[src/hdl/slt_pkg.sv]
// Shared constants, codes and types for the sorted list table.
package slt_pkg;

   // Table size and derived widths
   localparam int CAPACITY = 16;
   localparam int IDX_W    = $clog2(CAPACITY);
   localparam int CNT_W    = $clog2(CAPACITY + 1);

   // Field widths of the request and response
   localparam int OP_W     = 2;
   localparam int VALUE_W  = 32;
   localparam int STATUS_W = 2;
   localparam int POS_W    = 4;
   localparam int OCC_W    = 5;

   localparam int REQ_TDATA_W = ((OP_W + VALUE_W + 7) / 8) * 8;
   localparam int RSP_TDATA_W = ((STATUS_W + POS_W + OCC_W + 7) / 8) * 8;

   // Opcodes; code 3 is unused and answers as a miss
   localparam logic [OP_W-1:0] OP_INSERT = 2'd0;
   localparam logic [OP_W-1:0] OP_REMOVE = 2'd1;
   localparam logic [OP_W-1:0] OP_SEARCH = 2'd2;

   // Status codes
   localparam logic [STATUS_W-1:0] ST_OK   = 2'd0;
   localparam logic [STATUS_W-1:0] ST_MISS = 2'd1;
   localparam logic [STATUS_W-1:0] ST_FULL = 2'd2;

   typedef enum logic [3:0] {
      S_IDLE,
      S_SCAN_RD,
      S_SCAN_CMP,
      S_INS_RD,
      S_INS_WR,
      S_INS_PUT,
      S_REM_RD,
      S_REM_WR,
      S_DONE
   } slt_state_type;

endpackage

[src/hdl/sorted_list_table_core.sv]
// Sorted list table: ascending table of signed 32-bit values with insert, remove, search.
//
// The block keeps up to slt_pkg::CAPACITY signed 32-bit values in ascending
// order in a small RAM. A request carries an opcode and a value: insert puts
// the value ahead of the first entry that is not smaller (equal values are
// kept, newest first), remove deletes the first equal entry, search looks for
// an equal entry. Each request gives exactly one response with a status
// (done/found, not found, or full on insert), the sorted position of the
// entry that was touched (0 when none) and the occupancy after the request.
// Opcode 3 is a no-op answered as not found. Work is done by one comparator
// and one RAM read port under a sequencer, one request at a time: req_tready
// is high only while the sequencer is idle. Insert scans for its slot, opens a
// gap from the tail down and writes the value; remove scans for its match and
// closes the gap up to the tail, so the scan and the gap closing together walk
// the whole table on a hit or a miss; search stops at its first hit. A
// full-table insert or opcode 3 goes straight to the response. The longest
// request is an insert into 15 entries. Every compare and every move takes a
// read state and a second state because the RAM read data is registered. The
// response sits in an output register, so a stalled rsp_tready does not block
// the next request from being accepted; only the following response waits.
// There is no clearing pass after reset: only entries below the occupancy are
// ever read.
module sorted_list_table_core (
   input  logic                                clock,
   input  logic                                reset,
   // request: [1:0] opcode, [33:2] value, upper bits zero
   input  logic                                req_tvalid,
   output logic                                req_tready,
   input  logic [slt_pkg::REQ_TDATA_W-1:0]     req_tdata,
   // response: [1:0] status, [5:2] position, [10:6] occupancy, upper bits zero
   output logic                                rsp_tvalid,
   input  logic                                rsp_tready,
   output logic [slt_pkg::RSP_TDATA_W-1:0]     rsp_tdata
);

   slt_pkg::slt_state_type state_ff, state_in;

   logic [slt_pkg::OP_W-1:0]        op_ff, op_in;
   logic signed [slt_pkg::VALUE_W-1:0] value_ff, value_in;
   logic [slt_pkg::CNT_W-1:0]       count_ff, count_in;
   logic [slt_pkg::CNT_W-1:0]       idx_ff, idx_in;     // scan index, then shift index
   logic [slt_pkg::IDX_W-1:0]       pos_ff, pos_in;
   logic [slt_pkg::STATUS_W-1:0]    status_ff, status_in;

   logic                            rsp_valid_ff, rsp_valid_in;
   logic [slt_pkg::STATUS_W-1:0]    rsp_status_ff, rsp_status_in;
   logic [slt_pkg::POS_W-1:0]       rsp_pos_ff, rsp_pos_in;
   logic [slt_pkg::OCC_W-1:0]       rsp_occ_ff, rsp_occ_in;

   // RAM port signals
   logic                            ram_wr_en;
   logic [slt_pkg::IDX_W-1:0]       ram_wr_addr;
   logic [slt_pkg::VALUE_W-1:0]     ram_wr_data;
   logic                            ram_rd_en;
   logic [slt_pkg::IDX_W-1:0]       ram_rd_addr;
   logic [slt_pkg::VALUE_W-1:0]     ram_rd_data;

   // Shared compare unit: stored entry against the request value
   logic signed [slt_pkg::VALUE_W-1:0] entry;
   logic                            ent_lt;
   logic                            ent_eq;
   logic                            hit;

   logic [slt_pkg::CNT_W-1:0]       idx_inc;
   logic [slt_pkg::CNT_W-1:0]       idx_dec;
   logic                            rsp_load;

   slt_ram #(
      .Width (slt_pkg::VALUE_W),
      .Depth (slt_pkg::CAPACITY)
   ) u_entries (
      .clock   (clock),
      .wr_en   (ram_wr_en),
      .wr_addr (ram_wr_addr),
      .wr_data (ram_wr_data),
      .rd_en   (ram_rd_en),
      .rd_addr (ram_rd_addr),
      .rd_data (ram_rd_data)
   );

   assign entry   = signed'(ram_rd_data);
   assign ent_lt  = entry < value_ff;
   assign ent_eq  = entry == value_ff;
   // insert stops at the first entry not smaller; remove/search at the first equal
   assign hit     = (op_ff == slt_pkg::OP_INSERT) ? !ent_lt : ent_eq;

   assign idx_inc = idx_ff + 1'b1;
   assign idx_dec = idx_ff - 1'b1;

   always_ff @(posedge clock) begin
      if (reset) begin
         state_ff     <= slt_pkg::S_IDLE;
         count_ff     <= '0;
         rsp_valid_ff <= 1'b0;
      end else begin
         state_ff     <= state_in;
         count_ff     <= count_in;
         rsp_valid_ff <= rsp_valid_in;
      end
   end

   always_ff @(posedge clock) begin
      op_ff         <= op_in;
      value_ff      <= value_in;
      idx_ff        <= idx_in;
      pos_ff        <= pos_in;
      status_ff     <= status_in;
      rsp_status_ff <= rsp_status_in;
      rsp_pos_ff    <= rsp_pos_in;
      rsp_occ_ff    <= rsp_occ_in;
   end

   // Sequencer: next state, datapath controls and RAM port
   always_comb begin
      state_in    = state_ff;
      op_in       = op_ff;
      value_in    = value_ff;
      count_in    = count_ff;
      idx_in      = idx_ff;
      pos_in      = pos_ff;
      status_in   = status_ff;
      req_tready  = 1'b0;
      rsp_load    = 1'b0;
      ram_wr_en   = 1'b0;
      ram_wr_addr = idx_ff[slt_pkg::IDX_W-1:0];
      ram_wr_data = ram_rd_data;
      ram_rd_en   = 1'b0;
      ram_rd_addr = idx_ff[slt_pkg::IDX_W-1:0];

      case (state_ff)
         slt_pkg::S_IDLE: begin
            req_tready = 1'b1;
            if (req_tvalid) begin
               op_in    = req_tdata[slt_pkg::OP_W-1:0];
               value_in = signed'(req_tdata[slt_pkg::OP_W +: slt_pkg::VALUE_W]);
               idx_in   = '0;
               pos_in   = '0;
               case (req_tdata[slt_pkg::OP_W-1:0])
                  slt_pkg::OP_INSERT: begin
                     if (count_ff == slt_pkg::CNT_W'(slt_pkg::CAPACITY)) begin
                        status_in = slt_pkg::ST_FULL;
                        state_in  = slt_pkg::S_DONE;
                     end else begin
                        state_in  = slt_pkg::S_SCAN_RD;
                     end
                  end
                  slt_pkg::OP_REMOVE, slt_pkg::OP_SEARCH: begin
                     state_in = slt_pkg::S_SCAN_RD;
                  end
                  default: begin
                     status_in = slt_pkg::ST_MISS;
                     state_in  = slt_pkg::S_DONE;
                  end
               endcase
            end
         end

         slt_pkg::S_SCAN_RD: begin
            if (idx_ff == count_ff) begin
               // ran off the end: insert appends, others miss
               if (op_ff == slt_pkg::OP_INSERT) begin
                  pos_in   = idx_ff[slt_pkg::IDX_W-1:0];
                  state_in = slt_pkg::S_INS_RD;
               end else begin
                  status_in = slt_pkg::ST_MISS;
                  state_in  = slt_pkg::S_DONE;
               end
            end else begin
               ram_rd_en = 1'b1;
               state_in  = slt_pkg::S_SCAN_CMP;
            end
         end

         slt_pkg::S_SCAN_CMP: begin
            if (hit) begin
               pos_in = idx_ff[slt_pkg::IDX_W-1:0];
               case (op_ff)
                  slt_pkg::OP_INSERT: begin
                     idx_in   = count_ff;
                     state_in = slt_pkg::S_INS_RD;
                  end
                  slt_pkg::OP_REMOVE: begin
                     state_in = slt_pkg::S_REM_RD;
                  end
                  default: begin
                     status_in = slt_pkg::ST_OK;
                     state_in  = slt_pkg::S_DONE;
                  end
               endcase
            end else begin
               idx_in   = idx_inc;
               state_in = slt_pkg::S_SCAN_RD;
            end
         end

         // open a gap: entries[j] = entries[j-1] for j from count down to pos+1
         slt_pkg::S_INS_RD: begin
            if (idx_ff == slt_pkg::CNT_W'(pos_ff)) begin
               state_in = slt_pkg::S_INS_PUT;
            end else begin
               ram_rd_en   = 1'b1;
               ram_rd_addr = idx_dec[slt_pkg::IDX_W-1:0];
               state_in    = slt_pkg::S_INS_WR;
            end
         end

         slt_pkg::S_INS_WR: begin
            ram_wr_en = 1'b1;
            idx_in    = idx_dec;
            state_in  = slt_pkg::S_INS_RD;
         end

         slt_pkg::S_INS_PUT: begin
            ram_wr_en   = 1'b1;
            ram_wr_addr = pos_ff;
            ram_wr_data = value_ff;
            count_in    = count_ff + 1'b1;
            status_in   = slt_pkg::ST_OK;
            state_in    = slt_pkg::S_DONE;
         end

         // close the gap: entries[j] = entries[j+1] up to the old tail
         slt_pkg::S_REM_RD: begin
            if (idx_inc == count_ff) begin
               count_in  = count_ff - 1'b1;
               status_in = slt_pkg::ST_OK;
               state_in  = slt_pkg::S_DONE;
            end else begin
               ram_rd_en   = 1'b1;
               ram_rd_addr = idx_inc[slt_pkg::IDX_W-1:0];
               state_in    = slt_pkg::S_REM_WR;
            end
         end

         slt_pkg::S_REM_WR: begin
            ram_wr_en = 1'b1;
            idx_in    = idx_inc;
            state_in  = slt_pkg::S_REM_RD;
         end

         slt_pkg::S_DONE: begin
            // hand off to the output register once it is free
            if (!rsp_valid_ff || rsp_tready) begin
               rsp_load = 1'b1;
               state_in = slt_pkg::S_IDLE;
            end
         end

         default: begin
            state_in = slt_pkg::S_IDLE;
         end
      endcase
   end

   // Output register
   always_comb begin
      rsp_valid_in  = rsp_valid_ff && !rsp_tready;
      rsp_status_in = rsp_status_ff;
      rsp_pos_in    = rsp_pos_ff;
      rsp_occ_in    = rsp_occ_ff;
      if (rsp_load) begin
         rsp_valid_in  = 1'b1;
         rsp_status_in = status_ff;
         rsp_pos_in    = slt_pkg::POS_W'(pos_ff);
         rsp_occ_in    = slt_pkg::OCC_W'(count_ff);
      end
   end

   assign rsp_tvalid = rsp_valid_ff;
   assign rsp_tdata  = slt_pkg::RSP_TDATA_W'({rsp_occ_ff, rsp_pos_ff, rsp_status_ff});

endmodule

[src/hdl/slt_ram.sv]
// Generic single-write, single-read RAM with registered read data.
module slt_ram #(
   parameter int Width = 32,
   parameter int Depth = 16
) (
   input  logic                     clock,
   input  logic                     wr_en,
   input  logic [$clog2(Depth)-1:0] wr_addr,
   input  logic [Width-1:0]         wr_data,
   input  logic                     rd_en,
   input  logic [$clog2(Depth)-1:0] rd_addr,
   output logic [Width-1:0]         rd_data
);

   logic [Width-1:0] mem_ff [Depth];
   logic [Width-1:0] rd_data_ff;

   always_ff @(posedge clock) begin
      if (wr_en) begin
         mem_ff[wr_addr] <= wr_data;
      end
      if (rd_en) begin
         rd_data_ff <= mem_ff[rd_addr];
      end
   end

   assign rd_data = rd_data_ff;

endmodule

[config.mk]
export PLATFORM = sky130hd
export DESIGN_NAME = sorted_list_table_core
export DESIGN_NICKNAME = d
export VERILOG_FILES = /design/src/hdl/slt_pkg.sv /design/src/hdl/sorted_list_table_core.sv /design/src/hdl/slt_ram.sv
export SDC_FILE = /design/constraint.sdc
export NUM_CORES = 1
export LEC_CHECK = 0
export ABC_AREA = 0
export BUFFER_PORTS_ARGS = -buffer_cell sky130_fd_sc_hd__clkbuf_2
export CAP_MARGIN = 20
export CELL_PAD_IN_SITES_DETAIL_PLACEMENT = 1
export CELL_PAD_IN_SITES_GLOBAL_PLACEMENT = 2
export CORE_UTILIZATION = 44
export DETAILED_ROUTE_END_ITERATION = 12
export GPL_TIMING_DRIVEN = 1
export PLACE_DENSITY = 0.82
export SYNTH_ARGS = -nofsm -noshare
export SYNTH_HDL_FRONTEND = slang
export SYNTH_SLANG_ARGS = --single-unit
[constraint.sdc]
create_clock -name clock -period 3.7 [get_ports clock]
set_input_delay 0 -clock clock [delete_from_list [all_inputs] [get_ports clock]]
set_output_delay 0 -clock clock [all_outputs]
set_load 0.01 [all_outputs]
# Yosys cells after proc, flatten, opt, wreduce, memory -nomap -nowiden
# Memories as Yosys holds them, arrays and structs flattened. A register that Yosys moved wholly into a read port is not among the register bits.
# Cells that the tools add are included.
word_totals:
  regBits: 66
  output_inout_bits: 18
  mem_count: 1
  ramBits: 512
  wordCells: 113
mem_list:
  columns: ["memory", "words", "width", "rd", "rd_ports_with_merged_regs", "wr", "line_no", "rtl"]
  rows:
  - ["u_entries.mem_ff", 16, 32, 1, 1, 1, "slt_ram.sv:15", "logic [Width-1:0] mem_ff [Depth];"]
classes:
  reduce_logical: 21
  add_sub_neg: 4
  n_eq_ne: 27
  order_cmp: 1
  muxes: 48
op_table:
  columns: ["operator", "count"]
  rows:
  - ["$mux 4", 14]
  - ["$pmux 4 s9", 1]
  - ["$eq 32x32->1", 1]
  - ["$lt 32x32->1", 1]
  - ["$mux 32", 1]
  - ["$pmux 4 s2", 3]
  - ["$mux 5", 4]
  - ["$pmux 5 s4", 1]
  - ["$ne 2x2->1 const B", 9]
  - ["$eq 4x3->1 const B", 4]
  - ["$mux 2", 7]
  - ["$mux 1", 12]
  - ["$pmux 4 s3", 1]
  - ["$add 5x1->5 const B", 2]
  - ["$eq 5x5->1", 2]
  - ["$pmux 2 s5", 1]
  - ["$pmux 5 s2", 1]
  - ["$sub 5x1->5 const B", 2]
  - ["$reduce_and 9->1", 1]
  - ["$eq 4x2->1 const B", 2]
  - ["$ne 3x3->1 const B", 2]
  - ["$reduce_and 2->1", 3]
  - ["$eq 5x4->1", 1]
  - ["$eq 5x5->1 const B", 1]
  - ["19 further kinds", 24]

# Longest topological paths before layout
# Gate-level depths: netlist (run 1).
depth:
  depth_word: 5
  mapped_depth: 14
  depth_no_buf: 11

# Cells and area by module
# From an unflattened synthesis (run 1), not the netlist that was laid out.
hier_totals:
  hier_cells: 1275
  area_unflattened_um2: 24584.8
modules_own_cells:
  columns: ["mod", "n_inst", "cells_per_inst", "area_per_inst_um2"]
  rows:
  - ["slt_ram", 1, 838, 20155.6]
  - ["sorted_list_table_core", 1, 437, 4429.2]

# Worst setup path after synthesis (run 1)
# Ideal clock, no wire load.
synth_timing:
  path_type: "register to register"
  start: "register idx_ff[0] (netlist name)"
  end: "register u_entries.rd_data_ff[0] (netlist: u_entries.rd_data[0]) (read register of u_entries.mem_ff) (enable)"
  path_slack_ns: -0.003
  setup_ns: 0.466
  arrival_time_ns: 3.237
  n_path_buf: 1
  period_less_slack_ns: 3.703
  path_stages_with_launch: 6
  cell_sequence: "edfxtp_1 -> clkbuf_1 -> xnor2_1 -> nand4_1 -> nor2_1 -> o21ai_0"
synth_between:
  elab_chain_cells: 4
  elab_cells_between_ends: 12
synth_lines:
  columns: ["item", "line_no", "rtl"]
  rows:
  - ["start: declaration", "sorted_list_table_core.sv:41", "logic [slt_pkg::CNT_W-1:0] idx_ff, idx_in;"]
  - ["start signal: assignment", "sorted_list_table_core.sv:105", "idx_ff <= idx_in;"]
  - ["$add 5x1->5", "sorted_list_table_core.sv:87", "assign idx_inc = idx_ff + 1'b1;"]
  - ["$eq 5x5->1", "sorted_list_table_core.sv:224", "if (idx_inc == count_ff) begin"]
  - ["$mux 1", "sorted_list_table_core.sv:224", null]
  - ["$pmux 1 s3 *", "sorted_list_table_core.sv:130", "case (state_ff)"]
  - ["net ram_rd_en", "sorted_list_table_core.sv:54", "logic ram_rd_en;"]
  - ["end: declaration", "slt_ram.sv:16", "logic [Width-1:0] rd_data_ff;"]
# Mark *: on every way through the listed nets, which the timed path passes. The rest lies on a longest branch.
# A chain may end at the register's enable or synchronous reset.

# Worst setup path in the final report (run 1)
layout_timing:
  start: "register idx_ff[1] (netlist name)"
  end: "register u_entries.rd_data_ff[30] (netlist: u_entries.rd_data[30]) (read register of u_entries.mem_ff), data pin"
layout_between:
  elab_chain_cells: 4
  elab_cells_between_ends: 12
layout_lines:
  columns: ["item", "line_no"]
  rows:
  - ["$add 5x1->5", "sorted_list_table_core.sv:87"]
  - ["$eq 5x5->1", "sorted_list_table_core.sv:224"]
  - ["$mux 1 or $mux 4 (tied branches)", "sorted_list_table_core.sv:224"]
  - ["$pmux 1 s3 or $pmux 4 s2 (tied branches)", "sorted_list_table_core.sv:130"]
# Parallel ways exist; a longest one is shown, timed or not.

==> run_results.csv, run 1 <==
group,metric,value,unit
setup_path,crit_path_end_kind,"register",
timing,setup_ws,74.6,ps
floorplanning,coreArea,0.0553,mm²
synthesis,synth.avg_cell_area,19.0,µm²
hold_path,hold_start,"req_tdata[11]",
global_routing,grt_use_total,22.4,%
global_routing,grt_overflow_total,0,
timing,fin_setup_tns,0,ps
timing,rsz0062_at_grt,"true",
floorplanning,die-height,239,µm
global_routing,grt_max_degree,33,
final_layout,areaGrowthSynthToFinish,18.1,%
synthesis,yosys.area.top_type,"edfxtp_1",
setup_path,cp-start-kind,"register",
synthesis,yosys_warnings,0,
clock_network,clk_latency,650,ps
setup_path,path_max_fanout,10,
hold_path,hold_depth,2,
routing,num_vias,13104,
routing,wire_per_inst,27.4,µm
placed_design,port_buffers,50,
synthesis,synth_edf_count,600,
timing,finalCritPeriodShare,98.0,%
clock_network,cts-root-buf,"clkbuf_16",
final_layout,layout_commonest_cell,"edfxtp_1",
timing,max_freq,276,MHz
setup_path,worstPathArrival,3990,ps
setup_path,path_class,"reg2reg",
setup_path,r2r-end,"u_entries.rd_data[30]$_DFFE_PP_",
power,peakVddDrop,448,µV
final_layout,layout.nets,1560,
timing,fin_skew,61.0,ps
placed_design,place_area,0.0268,mm²
synthesis,yosysSeqAreaShare,73.6,%
synthesis,syn_inst,1304,
hold_path,worstHoldPathType,"in2reg",
clock_network,cts_tree,"built",
clock_network,clock_path_buffers,3,
placed_design,post-dp-hpwl,36100,µm
placed_design,dp.cells,2119,
routing,drt-vias-per-instance,5.76,
timing,hold_viol,0,
global_routing,grt_pass1_wl,91800,µm
routing,finalWirelength,62300,µm
hold_path,min_to,"value_ff[9]$_DFFE_PP_",
clock_network,h-tree-depth,2,
floorplanning,rows,86,
flow_run,cap_viol_max_count,0,
timing,setup_viol,0,
power,pwr_density_cell,594,mW/mm²
setup_path,required,4060,ps
setup_path,ff2ff_setup_slack,70,ps
synthesis,synth.area.top_cells,"edfxtp_1 73%, mux4_2 11%, a22oi_1 2.0%",
global_routing,grt_pass1_vias,13905,
routing,dr.first_iter.drc_count,1280,
synthesis,syn_area,0.0248,mm²
power,p_leak,0.00979,µW
timing,drv_slew,0,
synthesis,synthFlopType,"edfxtp_1",
setup_path,r2r_cells,11,
clock_network,clk_pin_slew,60,ps
global_routing,antenna_found_initial,0,
final_layout,diodes,0,
final_layout,finalNonFillerCells,2274,
floorplanning,die-area,0.0572,mm²
placed_design,gp_congestion,0.828,
floorplanning,io_pins,62,
synthesis,synthArstFlopShare,0,%
timing,maxSlewHeadroom,27.8,%
timing,fin_crit,3630,ps
run_status,status,"complete, no violations",
synthesis,synth_top_area_share,72.8,%
final_layout,stdcell_area,0.0292,mm²
routing,antenna_left,0,
synthesis,synthDistinctLibCells,61,
placed_design,post-place-ws,118,ps
routing,drc,0,
routing,first_pass_iters,5,
timing,tightest_slew,1080,ps
setup_path,r2r-start,"idx_ff[1]$_DFFE_PP_",
clock_network,clkSinkCount,610,
floorplanning,die_x,239,µm
floorplanning,start_util,44.8,%
final_layout,drive_gt1_share,27.3,%
final_layout,layout_common_cells,"600 x edfxtp_1, 125 x mux4_2, 65 x a22oi_1",
clock_network,numCtsBuffers,60,
synthesis,ys_seq_elements,610,
final_layout,final_core_util,52.9,%
per-layer routing:
metal	GRT usage [%]	up-vias	part of all wire (%)
met2	38.2	461	51
met4	5.30	0	2.1
met5	0	-	0
met3	3.56	94	6.0
li1	-	5619	-
met1	30.2	6930	41
worst max-delay path by stage:
stage,slack [ps],end,cells after the start,from
after floorplan,150,u_entries.mem_ff[1][0]$_DFFE_PP_,6,state_ff[1]$_SDFFE_PP0P_
after global placement,240,u_entries.rd_data[8]$_DFFE_PP_,10,idx_ff[0]$_DFFE_PP_
after detailed placement,120,u_entries.rd_data[25]$_DFFE_PP_,11,idx_ff[0]$_DFFE_PP_
after CTS,110,u_entries.rd_data[25]$_DFFE_PP_,11,idx_ff[0]$_DFFE_PP_
after global routing,-70,u_entries.rd_data[30]$_DFFE_PP_,11,idx_ff[1]$_DFFE_PP_
final,70,u_entries.rd_data[30]$_DFFE_PP_,11,idx_ff[1]$_DFFE_PP_
final cells by class:
cell class                 instances  area (µm²)
clock buffer                      79        1620
sequential                       610       18200
clock inverter                    33         405
tap                              748         936
fill                            5051       26100
multi-input combinational        582        6210
timing repair buffer             174        1650
inverter                          48         180
stage by stage:
step	hold WS [ps]	power [µW]
after floorplan	98.9	10200
after detailed placement	179	11100
after global routing	45.9	17900
after CTS	24.9	17500
final	59.5	17400
after global placement	177	11000
synth_stat cells (all sizes together), types with 3 or more instances:
master and instances:
mux4 125, nor3 10, nand3b 4, o211ai 4, o21ai 18, mux2 31
a211oi 3, a21oi 31, dfxtp 10, nor2 58, xor2 11, a22oi 65
and2 4, o21a 3, a31oi 7, o31ai 3, nand4 8, clkbuf 31
nor4 8, or3 4, xnor2 14, buf 38, a21o 18, ha 39
inv 48, nor3b 5, o22ai 5, edfxtp 600, nor2b 6, nand2 51
or2 4, nand2b 4, nand3 9
logic make-up (layout without fill, tap and decap cells):
kind of cell	Yosys count	count (layout)	share of synthesized area, %
other	1	5	0.0151
muxes	158	158	12.9
buffers and inverters	117	334	2.22
adders and majority gates	40	40	2.05
AOI/OAI and AO/OA	174	174	4.93
xor gates and xnor gates	25	25	0.884
DFF	610	610	73.6
and+or+nand+nor	179	180	3.46
worst max-delay path, cell delays in order, from the launching register on:
cell and delay, ps:
edfxtp_1 360, buf_4 200, inv_1 70, ha_1 310
xor2_1 290, a2111o_1 190, o211ai_2 120, xnor2_1 730
buf_4 300, mux4_2 520, a22oi_1 190, nand3_1 110
state kept, by name (all words and copies together) (netlist names), 2 cells and up:
name               flops
rsp_status_ff          2
rsp_pos_ff             4
rsp_occ_ff             5
pos_ff                 4
value_ff              32
u_entries.rd_data     32
status_ff              2
idx_ff                 5
state_ff               4
count_ff               5
u_entries.mem_ff     512
op_ff                  2
where the power goes:
group	internal, µW	total (µW)	leakage [µW]	switching [µW]
logic	1480	3120	0.00329	1650
clock network	3650	6290	0.000983	2640
registers	7860	7950	0.00552	93.0
total	13000	17400	0.00979	4380
timing repair:
item | in CTS | in global routing
hold buffers | 39 | 0
buffers inserted | 0 | 3
endpoints found under the setup margin | 0 | 13
endpoints found under the hold margin | 45 | 0
resized for setup | 0 | 3
No activity file was read; power rests on OpenSTA's default activity.
==> inputs of run 2 (changes only) <==
- CORE_ASPECT_RATIO: unset -> 0.6
==> run 2 against run 1 <==
Effect of this change:
- cell area rose by 0.67%
- register-to-register slack got worse by 60 ps
- sequential share of layout area fell by 0.41 points
- setup slack got worse by 62 ps
- global-route usage rose by 0.26 points
- sequential power barely moved
- clock skew fell by 42 ps
- critical endpoint is now u_entries.rd_data[24]$_DFFE_PP_
==> run_results.csv, run 2 (synthesis gave the netlist of run 1 again) <==
group,metric,value,unit
global_routing,grt_pass1_wl,93200,µm
clock_network,clkSinkCount,610,
routing,dr.first_iter.drc_count,1490,
routing,met2WireLength,29800,µm
final_layout,max_flop_register,"u_entries.mem_ff",
flow_run,cap_viol_max_count,0,
setup_path,crit_path_end_kind,"register",
timing,finalCritPeriodShare,99.7,%
setup_path,slowest_stage,"edfxtp_1",
placed_design,post-dp-hpwl,38100,µm
floorplanning,die-height,186,µm
setup_path,cp_top_family,"compound AO/OA/AOI/OAI gates",
routing,num_vias,13475,
clock_network,numCtsBuffers,55,
power,p_leak,0.00992,µW
hold_path,worstHoldPathType,"in2reg",
timing,setup_viol,0,
setup_path,worstPathArrival,4030,ps
routing,dr_wl_met3,5150,µm
setup_path,path_class,"reg2reg",
setup_path,path_cells,"buf_6 -> inv_1 -> ha_1 -> xor2_2 -> a2111o_1 -> o211ai_4 -> nor2_2 -> xnor2_2 -> buf_12 -> buf_4 -> clkbuf_16 -> mux4_2 -> a22oi_1 -> nand2_1",
clock_network,cts-root-buf,"clkbuf_16",
routing,top_layer_used,"met4",
timing,hold_ws,110,ps
routing,first_pass_iters,5,
timing,drv_slew,0,
timing,fin_crit,3690,ps
setup_path,cp-start-kind,"register",
routing,wire_per_inst,28.4,µm
setup_path,path_max_fanout,14,
timing,max_freq,271,MHz
routing,drc,0,
global_routing,grt_pass1_vias,14036,
routing,finalWirelength,65200,µm
final_layout,drive_gt1_share,29.6,%
routing,drt-vias-per-instance,5.87,
clock_network,clk_pin_slew,70,ps
clock_network,clock_path_buffers,3,
final_layout,largest_reg_flops,512,
placed_design,dp.cells,2129,
floorplanning,coreArea,0.0548,mm²
placed_design,port_buffers,50,
final_layout,diodes,0,
routing,wl_met1,29300,µm
clock_network,cts_tree,"built",
final_layout,finalNonFillerCells,2296,
placed_design,gp_congestion,0.826,
routing,antenna_left,0,
global_routing,antenna_found_initial,0,
setup_path,required,4040,ps
final_layout,areaGrowthSynthToFinish,18.8,%
setup_path,critPathMaxStageDelay,440,ps
floorplanning,die-area,0.0573,mm²
timing,tightest_slew,1190,ps
final_layout,layout.nets,1588,
timing,fin_skew,19.2,ps
floorplanning,rows,66,
clock_network,h-tree-depth,2,
power,pwr_density_cell,586,mW/mm²
clock_network,clk_latency,610,ps
floorplanning,io_pins,62,
floorplanning,die_x,308,µm
final_layout,layout_commonest_cell,"edfxtp_1",
power,peakVddDrop,450,µV
final_layout,layout_common_cells,"600 x edfxtp_1, 125 x mux4_2, 80 x buf_4",
global_routing,grt_use_total,22.6,%
floorplanning,start_util,45.2,%
global_routing,grt_max_degree,33,
setup_path,critPathBufInv,5,
run_status,status,"complete, no violations",
timing,maxSlewHeadroom,20.4,%
timing,hold_viol,0,
global_routing,grt_overflow_total,0,
## run 2: changes by cell type in the layout (fill, tap and decap cells not counted), moves of 2 or more
cell	delta
clkbuf_16	-3
inv_6	+3
xor2_2	+2
buf_12	-2
a22oi_2	+8
clkinv_4	+2
xor2_1	-2
clkbuf_8	-3
buf_6	+6
clkbuf_1	-6
buf_4	+25
a22oi_1	-8
## run 2: layer usage
metal  track usage (%)  vias up
li1                  -     5669
met1              33.2     7211
met2              35.3      527
met3              4.63       68
met4              4.38        0
met5                 0        -
## run 2: area by class of cell
class | count | area [µm²]
fill | 4948 | 25400
sequential | 610 | 18200
multi-input combinational | 582 | 6300
timing repair buffer | 207 | 1970
clock buffer | 64 | 1410
tap | 748 | 936
clock inverter | 37 | 407
inverter | 48 | 180
## run 2: what timing repair did
item | in CTS | in global routing
resized for setup | 0 | 24
endpoints found under the hold margin | 48 | 0
pin swaps | 1 | 5
hold buffers | 39 | 0
gates cloned | 0 | 4
setup buffers | 7 | 15
setup endpoints to repair | 3 | 30
## run 2: path summary, 6_finish.rpt
path	from	end	slack, ps	cells past startpoint
worst min-delay path	req_tdata[16]	value_ff[14]$_DFFE_PP_	110	2
worst max-delay path	idx_ff[1]$_DFFE_PP_	u_entries.rd_data[24]$_DFFE_PP_	10	14
worst min register to register	status_ff[0]$_DFFE_PP_	rsp_status_ff[0]$_DFFE_PP_	430	0
worst max register to register	idx_ff[1]$_DFFE_PP_	u_entries.rd_data[24]$_DFFE_PP_	10	14
## run 2: report_power, final
group	switching [µW]	total (µW)	internal (µW)
logic	1770	3410	1640
registers	88.3	7950	7860
clock network	2580	5880	3300
total	4440	17200	12800
## run 2: through the flow
| stage | TNS, ps | utilization [%] | total power [µW] | instance area [µm²] | setup WS (ps) |
|---|---|---|---|---|---|
| floorplan | 0 | - | 10200 | 24800 | 152 |
| global placement | 0 | 48.9 | 11100 | 26800 | 52.2 |
| detailed placement | -1.48 | 48.9 | 11200 | 26800 | -1.48 |
| CTS | 0 | 53.0 | 17100 | 29100 | 15.6 |
| global route | -337 | 53.7 | 17800 | 29400 | -51.5 |
| finish | 0 | 53.7 | 17200 | 29400 | 12.2 |
